**src/rtl/s256_pkg.sv**
```systemverilog
package s256_pkg;

   typedef logic [31:0] s256_word_type;
   typedef logic [7:0][31:0] s256_hash_type;

   // Sequencer states
   typedef enum logic [2:0] {
      ST_IDLE,
      ST_PAD,
      ST_LEN,
      ST_ROUND,
      ST_UPDATE,
      ST_EMIT
   } s256_state_type;

   // Control from the sequencer to the round unit
   typedef struct packed {
      logic          push_word;
      s256_word_type word;
      logic          load_vars;
      logic          run_round;
      logic [5:0]    round_idx;
   } s256_ctl_type;

   localparam logic CMD_ABSORB = 1'b0;
   localparam logic CMD_FINISH = 1'b1;

   localparam logic [7:0] PAD_BYTE = 8'h80;
   localparam logic [5:0] LEN_FILL = 6'd56;
   localparam logic [5:0] LAST_FILL = 6'd63;
   localparam logic [5:0] LAST_ROUND = 6'd63;
   localparam logic [2:0] LAST_WORD = 3'd7;

   // Initial chaining value, H0 at index 0
   localparam s256_hash_type INIT_HASH = {
      32'h5be0cd19, 32'h1f83d9ab, 32'h9b05688c, 32'h510e527f,
      32'ha54ff53a, 32'h3c6ef372, 32'hbb67ae85, 32'h6a09e667
   };

   localparam s256_word_type ROUND_K [0:63] = '{
      32'h428a2f98, 32'h71374491, 32'hb5c0fbcf, 32'he9b5dba5,
      32'h3956c25b, 32'h59f111f1, 32'h923f82a4, 32'hab1c5ed5,
      32'hd807aa98, 32'h12835b01, 32'h243185be, 32'h550c7dc3,
      32'h72be5d74, 32'h80deb1fe, 32'h9bdc06a7, 32'hc19bf174,
      32'he49b69c1, 32'hefbe4786, 32'h0fc19dc6, 32'h240ca1cc,
      32'h2de92c6f, 32'h4a7484aa, 32'h5cb0a9dc, 32'h76f988da,
      32'h983e5152, 32'ha831c66d, 32'hb00327c8, 32'hbf597fc7,
      32'hc6e00bf3, 32'hd5a79147, 32'h06ca6351, 32'h14292967,
      32'h27b70a85, 32'h2e1b2138, 32'h4d2c6dfc, 32'h53380d13,
      32'h650a7354, 32'h766a0abb, 32'h81c2c92e, 32'h92722c85,
      32'ha2bfe8a1, 32'ha81a664b, 32'hc24b8b70, 32'hc76c51a3,
      32'hd192e819, 32'hd6990624, 32'hf40e3585, 32'h106aa070,
      32'h19a4c116, 32'h1e376c08, 32'h2748774c, 32'h34b0bcb5,
      32'h391c0cb3, 32'h4ed8aa4a, 32'h5b9cca4f, 32'h682e6ff3,
      32'h748f82ee, 32'h78a5636f, 32'h84c87814, 32'h8cc70208,
      32'h90befffa, 32'ha4506ceb, 32'hbef9a3f7, 32'hc67178f2
   };

endpackage

```
**src/rtl/s256_round_unit.sv**
```systemverilog
module s256_round_unit (
   input  logic                  clock,
   input  s256_pkg::s256_ctl_type ctl,
   input  s256_pkg::s256_hash_type chain_init,
   output s256_pkg::s256_hash_type vars
);
   import s256_pkg::*;

   function automatic s256_word_type big_sig0(input s256_word_type x);
      return {x[1:0], x[31:2]} ^ {x[12:0], x[31:13]} ^ {x[21:0], x[31:22]};
   endfunction

   function automatic s256_word_type big_sig1(input s256_word_type x);
      return {x[5:0], x[31:6]} ^ {x[10:0], x[31:11]} ^ {x[24:0], x[31:25]};
   endfunction

   function automatic s256_word_type small_sig0(input s256_word_type x);
      return {x[6:0], x[31:7]} ^ {x[17:0], x[31:18]} ^ {3'b000, x[31:3]};
   endfunction

   function automatic s256_word_type small_sig1(input s256_word_type x);
      return {x[16:0], x[31:17]} ^ {x[18:0], x[31:19]} ^ {10'b0, x[31:10]};
   endfunction

   // Schedule window: w_ff[0] is the word for the current round
   s256_word_type w_ff [0:15];
   s256_hash_type v_ff;
   s256_hash_type v_in;
   s256_word_type w_new;
   s256_word_type x1;
   s256_word_type x2;
   s256_word_type chs;
   s256_word_type maj;

   // Extend the schedule by one word
   assign w_new = w_ff[0] + small_sig0(w_ff[1]) + w_ff[9] + small_sig1(w_ff[14]);

   // One compression round
   always_comb begin
      chs = (v_ff[4] & v_ff[5]) ^ (~v_ff[4] & v_ff[6]);
      maj = (v_ff[0] & v_ff[1]) ^ (v_ff[0] & v_ff[2]) ^ (v_ff[1] & v_ff[2]);
      x1 = v_ff[7] + big_sig1(v_ff[4]) + chs + ROUND_K[ctl.round_idx] + w_ff[0];
      x2 = big_sig0(v_ff[0]) + maj;
      v_in[7] = v_ff[6];
      v_in[6] = v_ff[5];
      v_in[5] = v_ff[4];
      v_in[4] = v_ff[3] + x1;
      v_in[3] = v_ff[2];
      v_in[2] = v_ff[1];
      v_in[1] = v_ff[0];
      v_in[0] = x1 + x2;
   end

   // Shift the window on a loaded word or on a round
   always_ff @(posedge clock) begin
      if (ctl.push_word || ctl.run_round) begin
         for (int i = 0; i < 15; i++) begin
            w_ff[i] <= w_ff[i+1];
         end
         w_ff[15] <= ctl.push_word ? ctl.word : w_new;
      end
   end

   // Load working variables, then advance them one round per cycle
   always_ff @(posedge clock) begin
      if (ctl.load_vars) begin
         v_ff <= chain_init;
      end else if (ctl.run_round) begin
         v_ff <= v_in;
      end
   end

   assign vars = v_ff;

endmodule

```
**src/rtl/sha256_message_hasher.sv**
```systemverilog
// Absorb beat: taken while idle; every 64th byte then runs a block
// (64 rounds on the shared round unit, then a fold into the chaining value).
// Finish beat: padding and length go in at one byte per cycle up to the block end,
// each filled block runs the same way, then eight digest beats follow, one per
// cycle while rsp_tready is high. No request is taken while a block runs.
// Reset (synchronous, active high) loads the initial hash and clears all counts.
module sha256_message_hasher (
   input  logic        clock,
   input  logic        reset,
   input  logic        req_tvalid,
   output logic        req_tready,
   input  logic [7:0]  req_tdata,   // [7:0] data_byte
   input  logic        req_tuser,   // [0] cmd
   output logic        rsp_tvalid,
   input  logic        rsp_tready,
   output logic [31:0] rsp_tdata,   // [31:0] digest_word
   output logic [2:0]  rsp_tuser,   // [2:0] word_index
   output logic        rsp_tlast
);
   import s256_pkg::*;

   s256_state_type state_ff, state_in;
   s256_state_type ret_ff, ret_in;
   logic [5:0]     fill_ff, fill_in;
   logic [60:0]    msg_ff, msg_in;
   logic [23:0]    acc_ff, acc_in;
   logic [5:0]     rnd_ff, rnd_in;
   logic [2:0]     emit_ff, emit_in;
   logic           first_ff, first_in;
   s256_hash_type  chain_ff, chain_in;

   s256_ctl_type   ctl;
   s256_hash_type  vars;
   logic           req_acc;
   logic           rsp_acc;
   logic           push_en;
   logic [7:0]     push_byte;
   logic           count_msg;
   logic           wrap;
   logic [5:0]     fill_next;
   logic [63:0]    len_bits;
   logic [2:0]     len_sel;

   assign req_acc   = req_tvalid && req_tready;
   assign rsp_acc   = rsp_tvalid && rsp_tready;
   assign fill_next = fill_ff + 6'd1;
   assign wrap      = push_en && (fill_ff == LAST_FILL);
   assign len_bits  = {msg_ff, 3'b000};
   assign len_sel   = LAST_WORD - fill_ff[2:0];

   // Next state
   always_comb begin
      state_in = state_ff;
      ret_in   = ret_ff;
      case (state_ff)
         ST_IDLE: begin
            if (req_acc) begin
               if (req_tuser == CMD_FINISH) begin
                  state_in = ST_PAD;
               end else if (wrap) begin
                  state_in = ST_ROUND;
                  ret_in   = ST_IDLE;
               end
            end
         end
         ST_PAD: begin
            if (wrap) begin
               state_in = ST_ROUND;
               ret_in   = ST_PAD;
            end else if (fill_next == LEN_FILL) begin
               state_in = ST_LEN;
            end
         end
         ST_LEN: begin
            if (wrap) begin
               state_in = ST_ROUND;
               ret_in   = ST_EMIT;
            end
         end
         ST_ROUND: begin
            if (rnd_ff == LAST_ROUND) begin
               state_in = ST_UPDATE;
            end
         end
         ST_UPDATE: begin
            state_in = ret_ff;
         end
         ST_EMIT: begin
            if (rsp_acc && (emit_ff == LAST_WORD)) begin
               state_in = ST_IDLE;
            end
         end
         default: begin
            state_in = ST_IDLE;
         end
      endcase
   end

   // Outputs and byte source
   always_comb begin
      req_tready = 1'b0;
      rsp_tvalid = 1'b0;
      push_en    = 1'b0;
      push_byte  = '0;
      count_msg  = 1'b0;
      ctl        = '0;
      case (state_ff)
         ST_IDLE: begin
            req_tready = 1'b1;
            if (req_tvalid && (req_tuser == CMD_ABSORB)) begin
               push_en   = 1'b1;
               push_byte = req_tdata;
               count_msg = 1'b1;
            end
         end
         ST_PAD: begin
            push_en   = 1'b1;
            push_byte = first_ff ? PAD_BYTE : 8'h00;
         end
         ST_LEN: begin
            push_en   = 1'b1;
            push_byte = len_bits[{len_sel, 3'b000} +: 8];
         end
         ST_ROUND: begin
            ctl.run_round = 1'b1;
         end
         ST_EMIT: begin
            rsp_tvalid = 1'b1;
         end
         default: begin
            req_tready = 1'b0;
         end
      endcase
      ctl.push_word = push_en && (fill_ff[1:0] == 2'b11);
      ctl.word      = {acc_ff, push_byte};
      ctl.load_vars = wrap;
      ctl.round_idx = rnd_ff;
   end

   // Datapath next values
   always_comb begin
      fill_in  = push_en ? fill_next : fill_ff;
      acc_in   = push_en ? {acc_ff[15:0], push_byte} : acc_ff;
      msg_in   = count_msg ? msg_ff + 61'd1 : msg_ff;
      rnd_in   = (state_ff == ST_ROUND) ? rnd_ff + 6'd1 : rnd_ff;
      emit_in  = rsp_acc ? emit_ff + 3'd1 : emit_ff;
      first_in = first_ff;
      chain_in = chain_ff;
      if (state_ff == ST_IDLE && req_acc && (req_tuser == CMD_FINISH)) begin
         first_in = 1'b1;
      end else if (state_ff == ST_PAD) begin
         first_in = 1'b0;
      end
      // Fold the block into the chaining value
      if (state_ff == ST_UPDATE) begin
         for (int i = 0; i < 8; i++) begin
            chain_in[i] = chain_ff[i] + vars[i];
         end
      end
      // Restore the initial state after the last digest beat
      if (rsp_acc && (emit_ff == LAST_WORD)) begin
         chain_in = INIT_HASH;
         msg_in   = '0;
      end
   end

   always_ff @(posedge clock) begin
      if (reset) begin
         state_ff <= ST_IDLE;
         ret_ff   <= ST_IDLE;
         fill_ff  <= '0;
         msg_ff   <= '0;
         rnd_ff   <= '0;
         emit_ff  <= '0;
         first_ff <= 1'b0;
         chain_ff <= INIT_HASH;
      end else begin
         state_ff <= state_in;
         ret_ff   <= ret_in;
         fill_ff  <= fill_in;
         msg_ff   <= msg_in;
         rnd_ff   <= rnd_in;
         emit_ff  <= emit_in;
         first_ff <= first_in;
         chain_ff <= chain_in;
      end
   end

   // Partial word collector
   always_ff @(posedge clock) begin
      acc_ff <= acc_in;
   end

   s256_round_unit u_round (
      .clock      (clock),
      .ctl        (ctl),
      .chain_init (chain_ff),
      .vars       (vars)
   );

   assign rsp_tdata = chain_ff[emit_ff];
   assign rsp_tuser = emit_ff;
   assign rsp_tlast = (emit_ff == LAST_WORD);

   // Digest beats only follow a block that ended exactly on the boundary
   a_emit_aligned: assert property (@(posedge clock) disable iff (reset)
      (state_ff == ST_EMIT) |-> (fill_ff == 6'd0))
      else $error("digest emitted with bytes pending");

   // Length bytes fill only the tail of a block
   a_len_tail: assert property (@(posedge clock) disable iff (reset)
      (state_ff == ST_LEN) |-> (fill_ff[5:3] == 3'b111))
      else $error("length bytes outside block tail");

   // Fold happens only after the full round count
   a_update_after_rounds: assert property (@(posedge clock) disable iff (reset)
      (state_ff == ST_UPDATE) |-> ($past(rnd_ff) == LAST_ROUND))
      else $error("chain fold before all rounds");

   // Never take input while digest beats are pending
   a_no_overlap: assert property (@(posedge clock) disable iff (reset)
      !(req_tready && rsp_tvalid))
      else $error("input and output active together");

endmodule

```
**config.mk**
```make
export PLATFORM = sky130hd
export DESIGN_NAME = sha256_message_hasher
export DESIGN_NICKNAME = d
export VERILOG_FILES = /design/src/rtl/s256_pkg.sv /design/src/rtl/s256_round_unit.sv /design/src/rtl/sha256_message_hasher.sv
export SDC_FILE = /design/constraint.sdc
export NUM_CORES = 2
export LEC_CHECK = 0
export BUFFER_PORTS_ARGS = -buffer_cell sky130_fd_sc_hd__clkbuf_2
export CORE_MARGIN = 2
export CORE_UTILIZATION = 55
export CTS_BUF_LIST = sky130_fd_sc_hd__clkbuf_16
export DETAILED_ROUTE_END_ITERATION = 10
export PLACE_DENSITY = 0.79
export SLEW_MARGIN = 20
export SYNTH_ARGS = -nofsm -noshare
export SYNTH_HDL_FRONTEND = slang
export SYNTH_HIERARCHICAL = 1
export SYNTH_SLANG_ARGS = --single-unit
export TNS_END_PERCENT = 1
```
**constraint.sdc**
```tcl
create_clock -name clock -period 21.3 [get_ports clock]
set_clock_uncertainty 0.05 [all_clocks]
set_input_delay 2.13 -clock clock [delete_from_list [all_inputs] [get_ports clock]]
set_output_delay 2.13 -clock clock [all_outputs]
set_load 0.01 [all_outputs]
```
== Yosys cells after proc, flatten, opt, wreduce, memory -nomap -nowiden ==
Memories as Yosys holds them, arrays and structs flattened.
Cells that the tools add are included.

* Bits in registers: 619
* RAM bits: 512
* Memory bits (read-only): 2048
* Output and inout port bits: 38
* Word-level logic and storage cells: 140
* Memories: 2

* Add/subtract/negate cells: 23
* Magnitude comparators: 2
* Equality and inequality tests: 18
* Shift operators: 1
* Muxes and demuxes: 34
* Bitwise operators: 19
* Reductions and logical operators: 17

{| class="wikitable"
|+ Memory list
! memory !! depth !! width !! read ports !! clocked after Yosys merged registers in !! write ports !! RTL line !! text
|-
| (no name shown) || 64 || 32 || 1 || 0 || 0 || s256_round_unit.sv:42 || <nowiki>x1 = v_ff[7] + big_sig1(v_ff[4]) + chs + ROUND_K[ctl.round_idx] + w_ff[0];</nowiki>
|-
| u_round.w_ff || 16 || 32 || 16 || 0 || 16 || s256_round_unit.sv:26 || <nowiki>s256_word_type w_ff [0:15];</nowiki>
|}

{| class="wikitable"
|+ Operators by type and width
! cell !! number
|-
| adder 32 bit || 18
|-
| two-way mux 256 bit || 2
|-
| XOR 32 bit || 9
|-
| AND 32 bit || 5
|-
| two-way mux 32 bit || 4
|-
| binary-select mux 32 bit (select 3 bit) || 1
|-
| variable part select 64 x 7 -> 8 bit || 1
|-
| adder 61 x 1 -> 61 bit (second input constant) || 1
|-
| two-way mux 3 bit || 12
|-
| inverter 32 bit || 1
|-
| XOR 32 x 22 -> 32 bit || 1
|-
| XOR 32 x 29 -> 32 bit || 1
|-
| one-hot mux 8 bit (3 select lines) || 1
|-
| equality test 6 bit (second input constant) || 3
|-
| one-hot mux 3 bit (6 select lines) || 1
|-
| two-way mux 8 bit || 2
|-
| != test 2 bit (second input constant) || 7
|-
| adder 6 x 1 -> 6 bit (second input constant) || 2
|-
| equality test 3 bit (second input constant) || 3
|-
| two-way mux 1 bit || 9
|-
| one-hot mux 3 bit (3 select lines) || 1
|-
| logical AND 1 bit || 8
|-
| >= comparator 7 bit (second input constant) || 1
|-
| inverter 6 -> 7 bit || 1
|-
| other kinds (16) || 19
|}

== Longest topological paths before layout ==
* Word-level depth: 9
* Mapped depth: 40
* Mapped depth without buffers: 39

== Hierarchy ==
Netlist, hierarchy kept.

{| class="wikitable"
|+ Modules (own cells, without submodules)
! module !! instances !! cells an instance !! area an instance (um^2)
|-
| s256_round_unit || 1 || 3219 || 42434.4
|-
| sha256_message_hasher || 1 || 3184 || 27072.2
|}

== Worst setup path before layout ==
Ideal clock, no wire load.

* Path type: in2reg
* Start: input req_tuser
* End: memory u_round/w_ff[0][0] (netlist bit), enable pin
* Library setup time: 0.667 ns
* Arrival time: 9.875 ns
* Data required time: 20.583 ns
* Slack: 10.708 ns
* Stages: 7
* Buffers on the path: 3
* Cells stage by stage: nor3b_4 or2_2 buf_2 and2_1 clkbuf_1 clkbuf_1 or2_2

{| class="wikitable"
|+ RTL lines
! item !! RTL line !! text
|-
| start, declared || sha256_message_hasher.sv:13 || <nowiki>input logic req_tuser,</nowiki>
|-
| end, declared || s256_round_unit.sv:26 ||
|}

== Worst setup path in the final report ==
* Start: register rnd_ff[1]
* End: register u_round.v_ff, in the netlist u_round/vars[31] (data pin)

* Word-level cells in the longest chain between the ends: 9

{| class="wikitable"
|+ RTL lines
! item !! RTL line !! text
|-
| start, declared || sha256_message_hasher.sv:27 || <nowiki>logic [5:0] rnd_ff, rnd_in;</nowiki>
|-
| start signal, assigned || sha256_message_hasher.sv:182 || <nowiki>rnd_ff <= rnd_in;</nowiki>
|-
| inverter 6 -> 7 bit (not written as such) || s256_round_unit.sv:42 ||
|-
| memory (64 x 32 bit) || -- ||
|-
| two-way mux 32 bit (not written as such) (2 in series) || s256_round_unit.sv:42 ||
|-
| adder 32 bit (2 in series) || s256_round_unit.sv:42 ||
|-
| adder 32 bit || s256_round_unit.sv:51 || <nowiki>v_in[0] = x1 + x2;</nowiki>
|-
| two-way mux 256 bit || s256_round_unit.sv:68 || <nowiki>end else if (ctl.run_round) begin</nowiki>
|-
| two-way mux 256 bit || s256_round_unit.sv:66 || <nowiki>if (ctl.load_vars) begin</nowiki>
|-
| end signal, assigned || s256_round_unit.sv:67 || <nowiki>v_ff <= chain_init;</nowiki>
|-
| end signal, assigned || s256_round_unit.sv:69 || <nowiki>v_ff <= v_in;</nowiki>
|-
| end, declared || s256_round_unit.sv:27 || <nowiki>s256_hash_type v_ff;</nowiki>
|}

No other way between the ends. The select of a mux whose other input is x is not followed.
A chain may end at the register's enable or synchronous reset.

==> impl_metrics.ini <==
[status]
status = complete, no violations

[worst_setup_path]
endpoint_kind = flop
ff2ff_path_depth = 32
startpoint_type = flop
r2r_end = u_round/vars[31]
cp.required_ns = 21.69
max_stage_delay_ns = 0.82
path_class = reg2reg
cpMaxStageDelayCell = dfxtp_1
cp_common_cell = fa_1
cp_max_fo = 22
worstPathArrival_ns = 11.06
r2r_setup_slack_ns = 10.63
timing.rr.start = rnd_ff[1]

[yosys]
synth_cells = 6403
yosys_warnings = 6
yosysSeqAreaShare_pct = 44.0
ys_types = 103
syn_nets = 7007
syn_area_per_cell_um2 = 10.9
async_flop_share_pct = 0
ys.flop_type = edfxtp_1
synth_edf_count = 792
ys_ff_latch = 1130
syn_area_mm2 = 0.0695

[sta]
max_freq_ghz = 0.0938
finalMaxSlewViolations = 0
worstMarginPinSlew_ns = 1.16
setup_tns_ns = 0
min_period_ns = 10.67
rsz0062_at_grt = false
hold_violations = 0
finalCritPeriodShare_pct = 50.1
setup_viol = 0
relSlewSlack_pct = 22.4
whs_ns = 0.364

[cts]
postCtsHoldBufs = 0
cts.reportedPaths.clkPinSlew_ns = 0.07
cts_made_buffers = 117
tritoncts = done
clock_latency_ns = 0.79
postCtsSetupRepairBufs = 0
htreeDepth = 3
cts_resized = 0
cts_root_buf = clkbuf_16
clock_sinks = 1130
cts.path.max_buffers = 3

[placed_design]
dpl.cell_count = 7839
numPortBuffers = 50
gp_congestion = 0.975
dp.final_hpwl_mm = 150
placed_area_mm2 = 0.0711

[final_layout]
antenna_cells = 0
design_area_mm2 = 0.0750
area_growth_pct = 7.90
fillers = 10131
final_nets = 6912
fin_cells = 8061
drive_gt1_share_pct = 10.8
final_core_util_pct = 59.7

[detailed_routing]
via_per_inst = 6.35
drc_errors = 0
first_pass_iters = 8
ant_nets = 0
finalWirelength_mm = 204
drt_iter0_markers = 6244
wl_per_cell_um = 25.3
route.vias.total = 51216

[pwr]
p_per_area_mw_per_mm2 = 79.8
vdd_drop_max_mv = 0.0814
leakage_nw = 28.2

[floorplanning]
rows = 130
coreArea_mm2 = 0.126
die-area_mm2 = 0.129
num_io_pins = 51
die_x_um = 359
start_util_pct = 55.4
die_h_um = 359

[hold_path]
hold_end = u_round/w_ff[0][228]
hold_class = reg2reg
min_path_cells = 0
min_from = u_round/w_ff[1][4]

[global_route]
grt_overflow = 0
grt_usage_pct = 30.9
grt_max_degree = 209
first_global_vias = 48562
grt_pass1_wl_mm = 305
grt_antenna_before_repair = 2

[run]
cap_violations = 0
==> layer usage <==
layer / vias up / GRT usage [%] / wire (um)
met1: 25195 / 42.7 / 83800
met2: 2440 / 47.7 / 91300
met3: 493 / 5.49 / 18500
met4: 0 / 13.9 / 10500
met5: - / 0 / 0
li1: 23088 / - / -
==> layout by cell type, fill, tap and decap left out, types with 23 or more instances in the layout <==
cell type,count
nor2b_1,48
o21ai_0,373
dfxtp_1,331
nand3_1,136
fa_1,195
clkinv_1,23
nand2b_1,63
clkbuf_16,117
a21o_1,205
mux2_2,261
nor2_1,330
nor3_1,68
o21a_1,58
o211ai_1,94
maj3_1,31
a21oi_1,473
and3_1,45
inv_1,344
a31oi_1,48
buf_4,36
o21bai_1,41
clkbuf_2,50
xor2_1,232
mux2i_1,39
o31ai_1,35
nand2_1,554
a211oi_1,64
ha_1,396
or3_1,33
mux4_2,89
xnor2_1,382
nand4_1,43
edfxtp_1,792
==> cells by family (layout without fill, tap and decap cells) <==
kind of cell / Yosys count / count (layout) / synth area share, %
compound gates: 1594 / 1594 / 14.5
xor+xnor: 615 / 615 / 7.76
fa+ha+maj: 622 / 622 / 13.2
buf+inv: 625 / 633 / 3.41
flops: 1130 / 1130 / 44.0
mux: 389 / 389 / 7.67
simple gates: 1428 / 1428 / 9.51
==> per-stage QoR <==
| stage | setup slack, ns | total power, mW |
|---|---|---|
| final | 10.63 | 5.99 |
| after global routing | 10.14 | 6.24 |
| after CTS | 10.96 | 5.99 |
| after detailed placement | 11.07 | 3.92 |
| after global placement | 11.28 | 3.89 |
| after floorplan | 10.71 | 3.56 |
==> cell type report <==
cell class                 count  area [um^2]  share of cell area, %
clock inverter               105          977                   1.30
clock buffer                 117         2930                   3.90
tap                         1650         2060                   2.75
inverter                     319         1200                   1.60
multi-input combinational   4648        36600                   48.8
timing repair buffer          92          632                  0.842
sequential                  1130        30600                   40.8
==> power by group <==
group / internal [mW] / total [mW] / switching [mW]
Sequential: 2.45 / 2.49 / 0.0374
Clock: 1.16 / 2.08 / 0.916
Combinational: 0.569 / 1.42 / 0.850
Total: 4.18 / 5.99 / 1.80
==> synth_stat cells (all sizes together) (136+ instances only) <==
| cell | number | area [um^2] |
|---|---|---|
| dfxtp | 338 | 6770 |
| fa | 195 | 3900 |
| inv | 319 | 1200 |
| xnor2 | 383 | 3360 |
| a21o | 205 | 1540 |
| mux2 | 261 | 2940 |
| edfxtp | 792 | 23800 |
| xor2 | 232 | 2030 |
| nand3 | 136 | 681 |
| nor2 | 335 | 1290 |
| o21ai | 392 | 1970 |
| ha | 396 | 4950 |
| a21oi | 477 | 2410 |
| nand2 | 557 | 2100 |
| clkbuf | 270 | 1010 |
==> sequential cells by signal (all words and copies together) (netlist names) <==
| name | flops |
|---|---|
| rnd_ff | 6 |
| acc_ff | 24 |
| state_ff | 3 |
| u_round/vars | 256 |
| ret_ff | 2 |
| msg_ff | 61 |
| fill_ff | 6 |
| u_round/w_ff | 512 |
| rsp_tuser | 3 |
| chain_ff | 256 |
| first_ff | 1 |
==> worst max-delay path by stage <==
stage | depth (start not counted) | start | endpoint | slack, ns
after floorplan | 7 | req_tuser | u_round/w_ff[0][0] | 10.71
after global placement | 32 | rnd_ff[0] | u_round/vars[31] | 11.28
after detailed placement | 32 | rnd_ff[1] | u_round/vars[31] | 11.07
after CTS | 32 | rnd_ff[1] | u_round/vars[31] | 10.96
after global routing | 32 | rnd_ff[1] | u_round/vars[31] | 10.14
final | 32 | rnd_ff[1] | u_round/vars[31] | 10.63
==> critical path, delay by kind of cell, from the launching register on <==
family	cells	cell delay, ns
compound gates	12	3.67
flops	1	0.82
xor+xnor	3	0.63
simple gates	7	1.19
buf+inv	3	0.48
fa+ha+maj	7	3.48
Note: power is estimated with default switching activity, not from simulation.
